**src/hdl/dq_pkg.sv**
```systemverilog
// ----------------------------------------------------------------------------
// dq_pkg
// Shared constants, types and index helpers for the double-ended queue.
// ----------------------------------------------------------------------------
package dq_pkg;

  localparam int unsigned Depth = 16;
  localparam int unsigned IdxW  = (Depth > 1) ? $clog2(Depth) : 1;
  localparam int unsigned CntW  = $clog2(Depth + 1);
  localparam int unsigned WordW = 32;
  localparam int unsigned OccW  = 5;
  localparam int unsigned CmdW  = 2;
  localparam int unsigned StW   = 2;

  // Output tdata: pop_value, then occupancy, padded to whole bytes
  localparam int unsigned OutDataW = ((WordW + OccW + 7) / 8) * 8;

  localparam logic [CmdW-1:0] CmdPushFront = 2'd0;
  localparam logic [CmdW-1:0] CmdPushRear  = 2'd1;
  localparam logic [CmdW-1:0] CmdPopFront  = 2'd2;
  localparam logic [CmdW-1:0] CmdPopRear   = 2'd3;

  localparam logic [StW-1:0] StOk        = 2'd0;
  localparam logic [StW-1:0] StUnderflow = 2'd1;
  localparam logic [StW-1:0] StOverflow  = 2'd2;

  typedef logic [IdxW-1:0]  idx_t;
  typedef logic [CntW-1:0]  cnt_t;
  typedef logic [WordW-1:0] word_t;

  // Memory request and result info from the pointer control
  typedef struct packed {
    logic            we;
    logic            re;
    idx_t            addr;
    logic [StW-1:0]  status;
    logic [OccW-1:0] occupancy;
  } dq_req_t;

  // Ring add: base < Depth and offset < Depth, so one subtract folds it back
  function automatic idx_t wrap_add(input idx_t base, input logic [IdxW:0] offset);
    logic [IdxW:0] sum;
    sum = {1'b0, base} + offset;
    if (sum >= (IdxW + 1)'(Depth)) begin
      sum = sum - (IdxW + 1)'(Depth);
    end
    return sum[IdxW-1:0];
  endfunction

  function automatic idx_t wrap_dec(input idx_t base);
    idx_t res;
    if (base == '0) begin
      res = IdxW'(Depth - 1);
    end else begin
      res = base - idx_t'(1);
    end
    return res;
  endfunction

endpackage

```
**src/hdl/dq_ram.sv**
```systemverilog
// ----------------------------------------------------------------------------
// dq_ram
// Generic single-port synchronous RAM with registered read data.
// ----------------------------------------------------------------------------
module dq_ram #(
  parameter int unsigned Width = 32,
  parameter int unsigned Depth = 16
) (
  input  logic                                     clk_i,
  input  logic                                     we_i,
  input  logic                                     re_i,
  input  logic [((Depth > 1) ? $clog2(Depth) : 1)-1:0] addr_i,
  input  logic [Width-1:0]                         wdata_i,
  output logic [Width-1:0]                         rdata_o
);

  logic [Width-1:0] mem_q [Depth];
  logic [Width-1:0] rdata_q;

  always_ff @(posedge clk_i) begin
    if (we_i) begin
      mem_q[addr_i] <= wdata_i;
    end
    if (re_i) begin
      rdata_q <= mem_q[addr_i];
    end
  end

  assign rdata_o = rdata_q;

endmodule

```
**src/hdl/dq_ctrl.sv**
```systemverilog
// ----------------------------------------------------------------------------
// dq_ctrl
// Head index and entry count; decodes a command into a RAM access and status.
// ----------------------------------------------------------------------------
module dq_ctrl (
  input  logic                    clk_i,
  input  logic                    rst_ni,
  input  logic                    accept_i,
  input  logic [dq_pkg::CmdW-1:0] command_i,
  output dq_pkg::dq_req_t         req_o
);

  dq_pkg::idx_t head_q, head_d;
  dq_pkg::cnt_t count_q, count_d;
  logic         full, empty;

  assign full  = (count_q == dq_pkg::CntW'(dq_pkg::Depth));
  assign empty = (count_q == '0);

  always_comb begin
    head_d        = head_q;
    count_d       = count_q;
    req_o.we      = 1'b0;
    req_o.re      = 1'b0;
    req_o.addr    = head_q;
    req_o.status  = dq_pkg::StOk;
    unique case (command_i)
      dq_pkg::CmdPushFront: begin
        if (full) begin
          req_o.status = dq_pkg::StOverflow;
        end else begin
          req_o.we   = 1'b1;
          req_o.addr = dq_pkg::wrap_dec(head_q);
          head_d     = req_o.addr;
          count_d    = count_q + dq_pkg::cnt_t'(1);
        end
      end
      dq_pkg::CmdPushRear: begin
        if (full) begin
          req_o.status = dq_pkg::StOverflow;
        end else begin
          req_o.we   = 1'b1;
          req_o.addr = dq_pkg::wrap_add(head_q, (dq_pkg::IdxW + 1)'(count_q));
          count_d    = count_q + dq_pkg::cnt_t'(1);
        end
      end
      dq_pkg::CmdPopFront: begin
        if (empty) begin
          req_o.status = dq_pkg::StUnderflow;
        end else begin
          req_o.re   = 1'b1;
          req_o.addr = head_q;
          head_d     = dq_pkg::wrap_add(head_q, (dq_pkg::IdxW + 1)'(1));
          count_d    = count_q - dq_pkg::cnt_t'(1);
        end
      end
      dq_pkg::CmdPopRear: begin
        if (empty) begin
          req_o.status = dq_pkg::StUnderflow;
        end else begin
          req_o.re   = 1'b1;
          req_o.addr = dq_pkg::wrap_add(head_q,
                                        (dq_pkg::IdxW + 1)'(count_q - dq_pkg::cnt_t'(1)));
          count_d    = count_q - dq_pkg::cnt_t'(1);
        end
      end
      default: begin
        req_o.status = dq_pkg::StOk;
      end
    endcase
    req_o.occupancy = dq_pkg::OccW'(count_d);
  end

  always_ff @(posedge clk_i or negedge rst_ni) begin
    if (!rst_ni) begin
      head_q  <= '0;
      count_q <= '0;
    end else if (accept_i) begin
      head_q  <= head_d;
      count_q <= count_d;
    end
  end

endmodule

```
**src/hdl/double_ended_queue.sv**
```systemverilog
// ----------------------------------------------------------------------------
// double_ended_queue
// Deque of signed 32-bit words in a ring-addressed single-port RAM.
// ----------------------------------------------------------------------------
// Usage:
//   Input channel (s_axis): tuser carries the command (push front, push rear,
//   pop front, pop rear), tdata the word to push (ignored on pops).
//   Output channel (m_axis): one item per command. tdata carries the popped
//   word (zero on pushes and failed pops) and the occupancy after the command;
//   tuser carries the status (ok, underflow, overflow).
//   A command updates head and count in the cycle it is taken and issues one
//   RAM access; a pop's word comes from the RAM's registered read port while the
//   command info waits in the pending register, and both then go to the output
//   register. A new command is taken only once the previous one has left the
//   pending register, so no command is taken while a RAM read is outstanding.
//   Reset: the queue is empty, head index zero; the RAM is not cleared.
//   Stall: while the output item waits on m_axis_tready_i the block holds it
//   and accepts no new item unless the output register frees in that cycle.
// ----------------------------------------------------------------------------
module double_ended_queue (
  input  logic                        clk_i,
  input  logic                        rst_ni,
  input  logic                        s_axis_tvalid_i,
  output logic                        s_axis_tready_o,
  input  logic [dq_pkg::WordW-1:0]    s_axis_tdata_i,  // [31:0] push_value
  input  logic [dq_pkg::CmdW-1:0]     s_axis_tuser_i,  // [1:0] command
  output logic                        m_axis_tvalid_o,
  input  logic                        m_axis_tready_i,
  output logic [dq_pkg::OutDataW-1:0] m_axis_tdata_o,  // [31:0] pop_value,
                                                       // [36:32] occupancy, rest zero
  output logic [dq_pkg::StW-1:0]      m_axis_tuser_o   // [1:0] status
);

  dq_pkg::dq_req_t req;
  logic            accept;
  dq_pkg::word_t   rdata;

  logic                    p_valid_q;
  logic                    p_pop_q;
  logic [dq_pkg::StW-1:0]  p_status_q;
  logic [dq_pkg::OccW-1:0] p_occ_q;

  logic                    out_valid_q;
  dq_pkg::word_t           out_value_q;
  logic [dq_pkg::StW-1:0]  out_status_q;
  logic [dq_pkg::OccW-1:0] out_occ_q;

  assign s_axis_tready_o = !p_valid_q && (!out_valid_q || m_axis_tready_i);
  assign accept          = s_axis_tvalid_i && s_axis_tready_o;

  dq_ctrl u_ctrl (
    .clk_i     (clk_i),
    .rst_ni    (rst_ni),
    .accept_i  (accept),
    .command_i (s_axis_tuser_i),
    .req_o     (req)
  );

  dq_ram #(
    .Width (dq_pkg::WordW),
    .Depth (dq_pkg::Depth)
  ) u_ram (
    .clk_i   (clk_i),
    .we_i    (accept && req.we),
    .re_i    (accept && req.re),
    .addr_i  (req.addr),
    .wdata_i (s_axis_tdata_i),
    .rdata_o (rdata)
  );

  // Hold command info while the RAM read completes
  always_ff @(posedge clk_i or negedge rst_ni) begin
    if (!rst_ni) begin
      p_valid_q <= 1'b0;
    end else begin
      p_valid_q <= accept;
    end
  end

  always_ff @(posedge clk_i) begin
    if (accept) begin
      p_pop_q    <= req.re;
      p_status_q <= req.status;
      p_occ_q    <= req.occupancy;
    end
  end

  // Output register is always free when the pending item advances
  always_ff @(posedge clk_i or negedge rst_ni) begin
    if (!rst_ni) begin
      out_valid_q <= 1'b0;
    end else if (p_valid_q) begin
      out_valid_q <= 1'b1;
    end else if (m_axis_tready_i) begin
      out_valid_q <= 1'b0;
    end
  end

  always_ff @(posedge clk_i) begin
    if (p_valid_q) begin
      out_value_q  <= p_pop_q ? rdata : '0;
      out_status_q <= p_status_q;
      out_occ_q    <= p_occ_q;
    end
  end

  assign m_axis_tvalid_o = out_valid_q;
  assign m_axis_tdata_o  = dq_pkg::OutDataW'({out_occ_q, out_value_q});
  assign m_axis_tuser_o  = out_status_q;

endmodule

```
**config.mk**
```make
export PLATFORM = sky130hd
export DESIGN_NAME = double_ended_queue
export DESIGN_NICKNAME = d
export VERILOG_FILES = /design/src/hdl/dq_pkg.sv /design/src/hdl/dq_ram.sv /design/src/hdl/dq_ctrl.sv /design/src/hdl/double_ended_queue.sv
export SDC_FILE = /design/constraint.sdc
export NUM_CORES = 1
export LEC_CHECK = 0
export BUFFER_PORTS_ARGS = -buffer_cell sky130_fd_sc_hd__buf_4
export CAP_MARGIN = 30
export CORE_MARGIN = 5
export CORE_UTILIZATION = 50
export DETAILED_ROUTE_END_ITERATION = 10
export HOLD_SLACK_MARGIN = 0.02
export PLACE_DENSITY = 0.67
export SLEW_MARGIN = 20
export SYNTH_ARGS = -nofsm -noshare
export SYNTH_HDL_FRONTEND = slang
export SYNTH_HIERARCHICAL = 1
export SYNTH_SLANG_ARGS = --single-unit
```
**constraint.sdc**
```tcl
create_clock -name clk_i -period 11.15 [get_ports clk_i]
set_input_delay 0.5575 -clock clk_i [delete_from_list [all_inputs] [get_ports clk_i]]
set_output_delay 0.5575 -clock clk_i [all_outputs]
set_load 0.02 [all_outputs]
```
==> impl_results.md <==
* Status: complete, no violations
* Crit path max fanout at 60
* Synth area leaders: edfxtp_1 77%, mux4_2 12%, a22oi_1 2.1%, dfrtp_1 1.2%, and2_1 0.89%
* Max-Cap Viols at 0
* Largest family of logic cells by synthesized area: multiplexers
* ANT cells at 0
* Slew @ Worst Pin at 982 ps
* Reg2reg setup slack at 5990 ps
* P per Cell Area at approximately 260 nW/µm²
* # DRC at 0
* Finished Cell Area at 26500 µm²
* Element type at the critical path start: flop
* Critical path launch point: u_ctrl/count_q[0]
* Area delta synth->final at 14.3%
* Largest net degree at the start of global routing at around 60
* Die footprint at between 50000 and 60000 µm²
* Worst hold path class: in2reg
* Initial Util at 0.502
* Most common cell in the netlist: edfxtp_1
* Vias in the first global route at between 10000 and 15000
* Worst-skew pair later-pin latency at around 600 ps
* CP top delay family: buffers and inverters
* Post-synth top area cell: edfxtp_1
* H-tree levels at 2
* Vias per inst at 5.96
* Root Buffer: clkbuf_16
* First-pass GRT wire length at 71700 µm
* Core Region at 46200 µm²
* Post-detail-place hpwl at 26100 µm
* DIE WIDTH at 225 µm
* Final setup vio count at 0
* Hold Fails Final Rpt at 0
* Worst VDD drop at 0.000270 V
* Global route total overflow at 0
* RSZ-0062 raised after global routing: false
* Drt first pass iters at 5
* Beginning of the worst hold path: s_axis_tdata_i[10]
* Critical path buffers and inverters at 3
* Gpl congestion at 0.750
* Clk buf depth at 3
* Crit Path Class: reg2reg
* Tcrit/Tclk final at 0.463
* Reg2reg start: u_ctrl/count_q[0]
* Initial antenna violation count at 1
* Total CTS buffers at between 50 and 60
* Simple-gate share of the synthesized area at 0.0331
* Ports at 82
* Max Fclk at between 150 and 200 MHz
* Setup TNS Final at 0 ps
* FP Rows at 79
* Average wire per standard cell at around 26 µm
* Post-synth EDFFs at roughly 600
* Port buffer count at 78
* Synthesis-stage register bit count at 602
* Slew margin rel. at 0.345
* Top_reg_cell synth: edfxtp_1
* Final Max Slew Viols at 0
* Yosys top cell area share at 0.766
* Antenna-violating nets left at 0
* Area after DPL at 24700 µm²
* CP max stage cell: buf_4
* Crit end category: flop
* Fraction of synthesized cell area in xor and xnor cells at 0.00340
* CTS tree: built
* Share of post-route cells with drive strength above 1 at 0.285
* Clk slew on worst S/H paths at around 60 ps
* Die height at between 200 and 250 µm
* Fraction of registers with async set/reset at 0.0183
* Multiplexer share of the synthesized area at 0.127
* CP required at 11480 ps
* Clock Sinks at 602
* Total number of vias at 11000
* Cell Chain, Critical Path: inv_1 -> ha_1 -> nand4bb_1 -> a311oi_1 -> a311oi_1 -> a31oi_4 -> buf_4 -> buf_4 -> mux4_2 -> a22oi_1 -> nand2_1
* Total Wirelength at 47100 µm
* Final Critical Period at 5160 ps
* Synth unique cells at 60
* Worst Skew at 17.7 ps
* Yosys warns at 6
* Mapped cell area at 23200 µm²
* CP arrival at 5500 ps
* Mapped Cells at 1085
* Most instantiated cells after synthesis: 591 x edfxtp_1, 128 x mux4_2, 64 x a22oi_1, 39 x nand2_1
* GRT Total Usage at 0.188
* Syn Area/Cell at between 20 and 25 µm²
* Post-Synth Adder-Cell Area at 0.00820
* Fin nets at 1248
* DR iter-0 viols at 753
* Synth Area in Compound Gates at 0.0345
* Static leakage at 8.60 nW
* Worst path max stage delay at roughly 850 ps
* Seq/Total Area, Yosys at 0.777
[worst register-to-register path, stage by stage (launching register included)]
cell and delay [ps]:
dfrtp_1 450, inv_1 170, ha_1 220, nand4bb_1 400, a311oi_1 390, a311oi_1 120, a31oi_4 620, buf_4 860
buf_4 880, mux4_2 460, a22oi_1 250, nand2_1 110
[registers in the layout (all words and copies together), names as in the netlist]
name,flops
u_ram/mem_q,512
out_value_q,32
u_ram/rdata_o,32
out_occ_q,5
p_occ_q,5
u_ctrl/count_q,5
u_ctrl/head_q,4
m_axis_tuser_o,2
p_status_q,2
m_axis_tvalid_o,1
p_pop_q,1
p_valid_q,1
[routing by layer]
layer | routed length [µm] | vias to the layer above | track usage
li1 | - | 4720 | -
met3 | 2950 | 77 | 0.0320
met2 | 23700 | 378 | 0.310
met4 | 957 | 0 | 0.0459
met1 | 19500 | 5816 | 0.267
met5 | 0 | - | 0
[power breakdown]
group | internal (W) | switching (W) | total, W | leakage [nW]
clock | 0.000993 | 0.000781 | 0.00177 | 0.839
sequential | 0.00273 | 0.0000819 | 0.00281 | 5.49
combinational | 0.000978 | 0.00121 | 0.00219 | 2.28
[placed cells by master, fill, tap and decap left out, drive strengths merged, types with 12 or more instances in the layout]
master  count
buf       111
mux4      128
and2       33
ha         12
a21oi      14
clkbuf     68
a22oi      64
edfxtp    591
clkinv     29
nor2       27
inv        12
nand2      39
[kinds of logic after synthesis]
logic type / count (synthesis)
AOI/OAI and AO/OA: 111
adders and majority gates: 14
DFF: 602
other: 1
muxes: 133
xor gates and xnor gates: 9
and+or+nand+nor: 141
buffers and inverters: 74
[path summary, 6_finish.rpt]
| path | endpoint | cells after the start |
|---|---|---|
| setup / recovery | u_ram/rdata_o[14] | 11 |
| hold / removal | u_ram/mem_q[1][10] | 1 |
| setup reg to reg | u_ram/rdata_o[14] | 11 |
| hold reg to reg | m_axis_tuser_o[1] | 0 |
| max in group asynchronous | p_valid_q | 2 |
| min in group asynchronous | u_ctrl/head_q[1] | 2 |
[through the flow]
stage          total power (W)  worst slack (ps)   util  hold WS [ps]  std cells
4_1_cts                0.00681              5850  0.573           225       1841
2_1_floorplan          0.00440              6010      -           262       1087
5_1_grt                0.00712              5610  0.574           232       1844
3_5_place_dp           0.00503              5880  0.535           406       1739
6_report               0.00677              5990  0.574           258       1844
3_3_place_gp           0.00496              5800  0.532           405       1733
[area by class of cell]
| class | count | area [µm²] |
|---|---|---|
| fill | 3341 | 19700 |
| clock inverter | 33 | 216 |
| timing repair buffer | 112 | 1020 |
| clock buffer | 68 | 1490 |
| sequential | 602 | 18000 |
| inverter | 11 | 43.8 |
| tap | 607 | 759 |
| multi-input combinational | 411 | 4960 |
[repair_timing]
item | CTS | global route
hold buffers | 1 | 0
hold endpoints to repair | 11 | 0
gates resized for setup | 0 | 0
buffers inserted | 0 | 0
(Power assumes the default switching activity.)
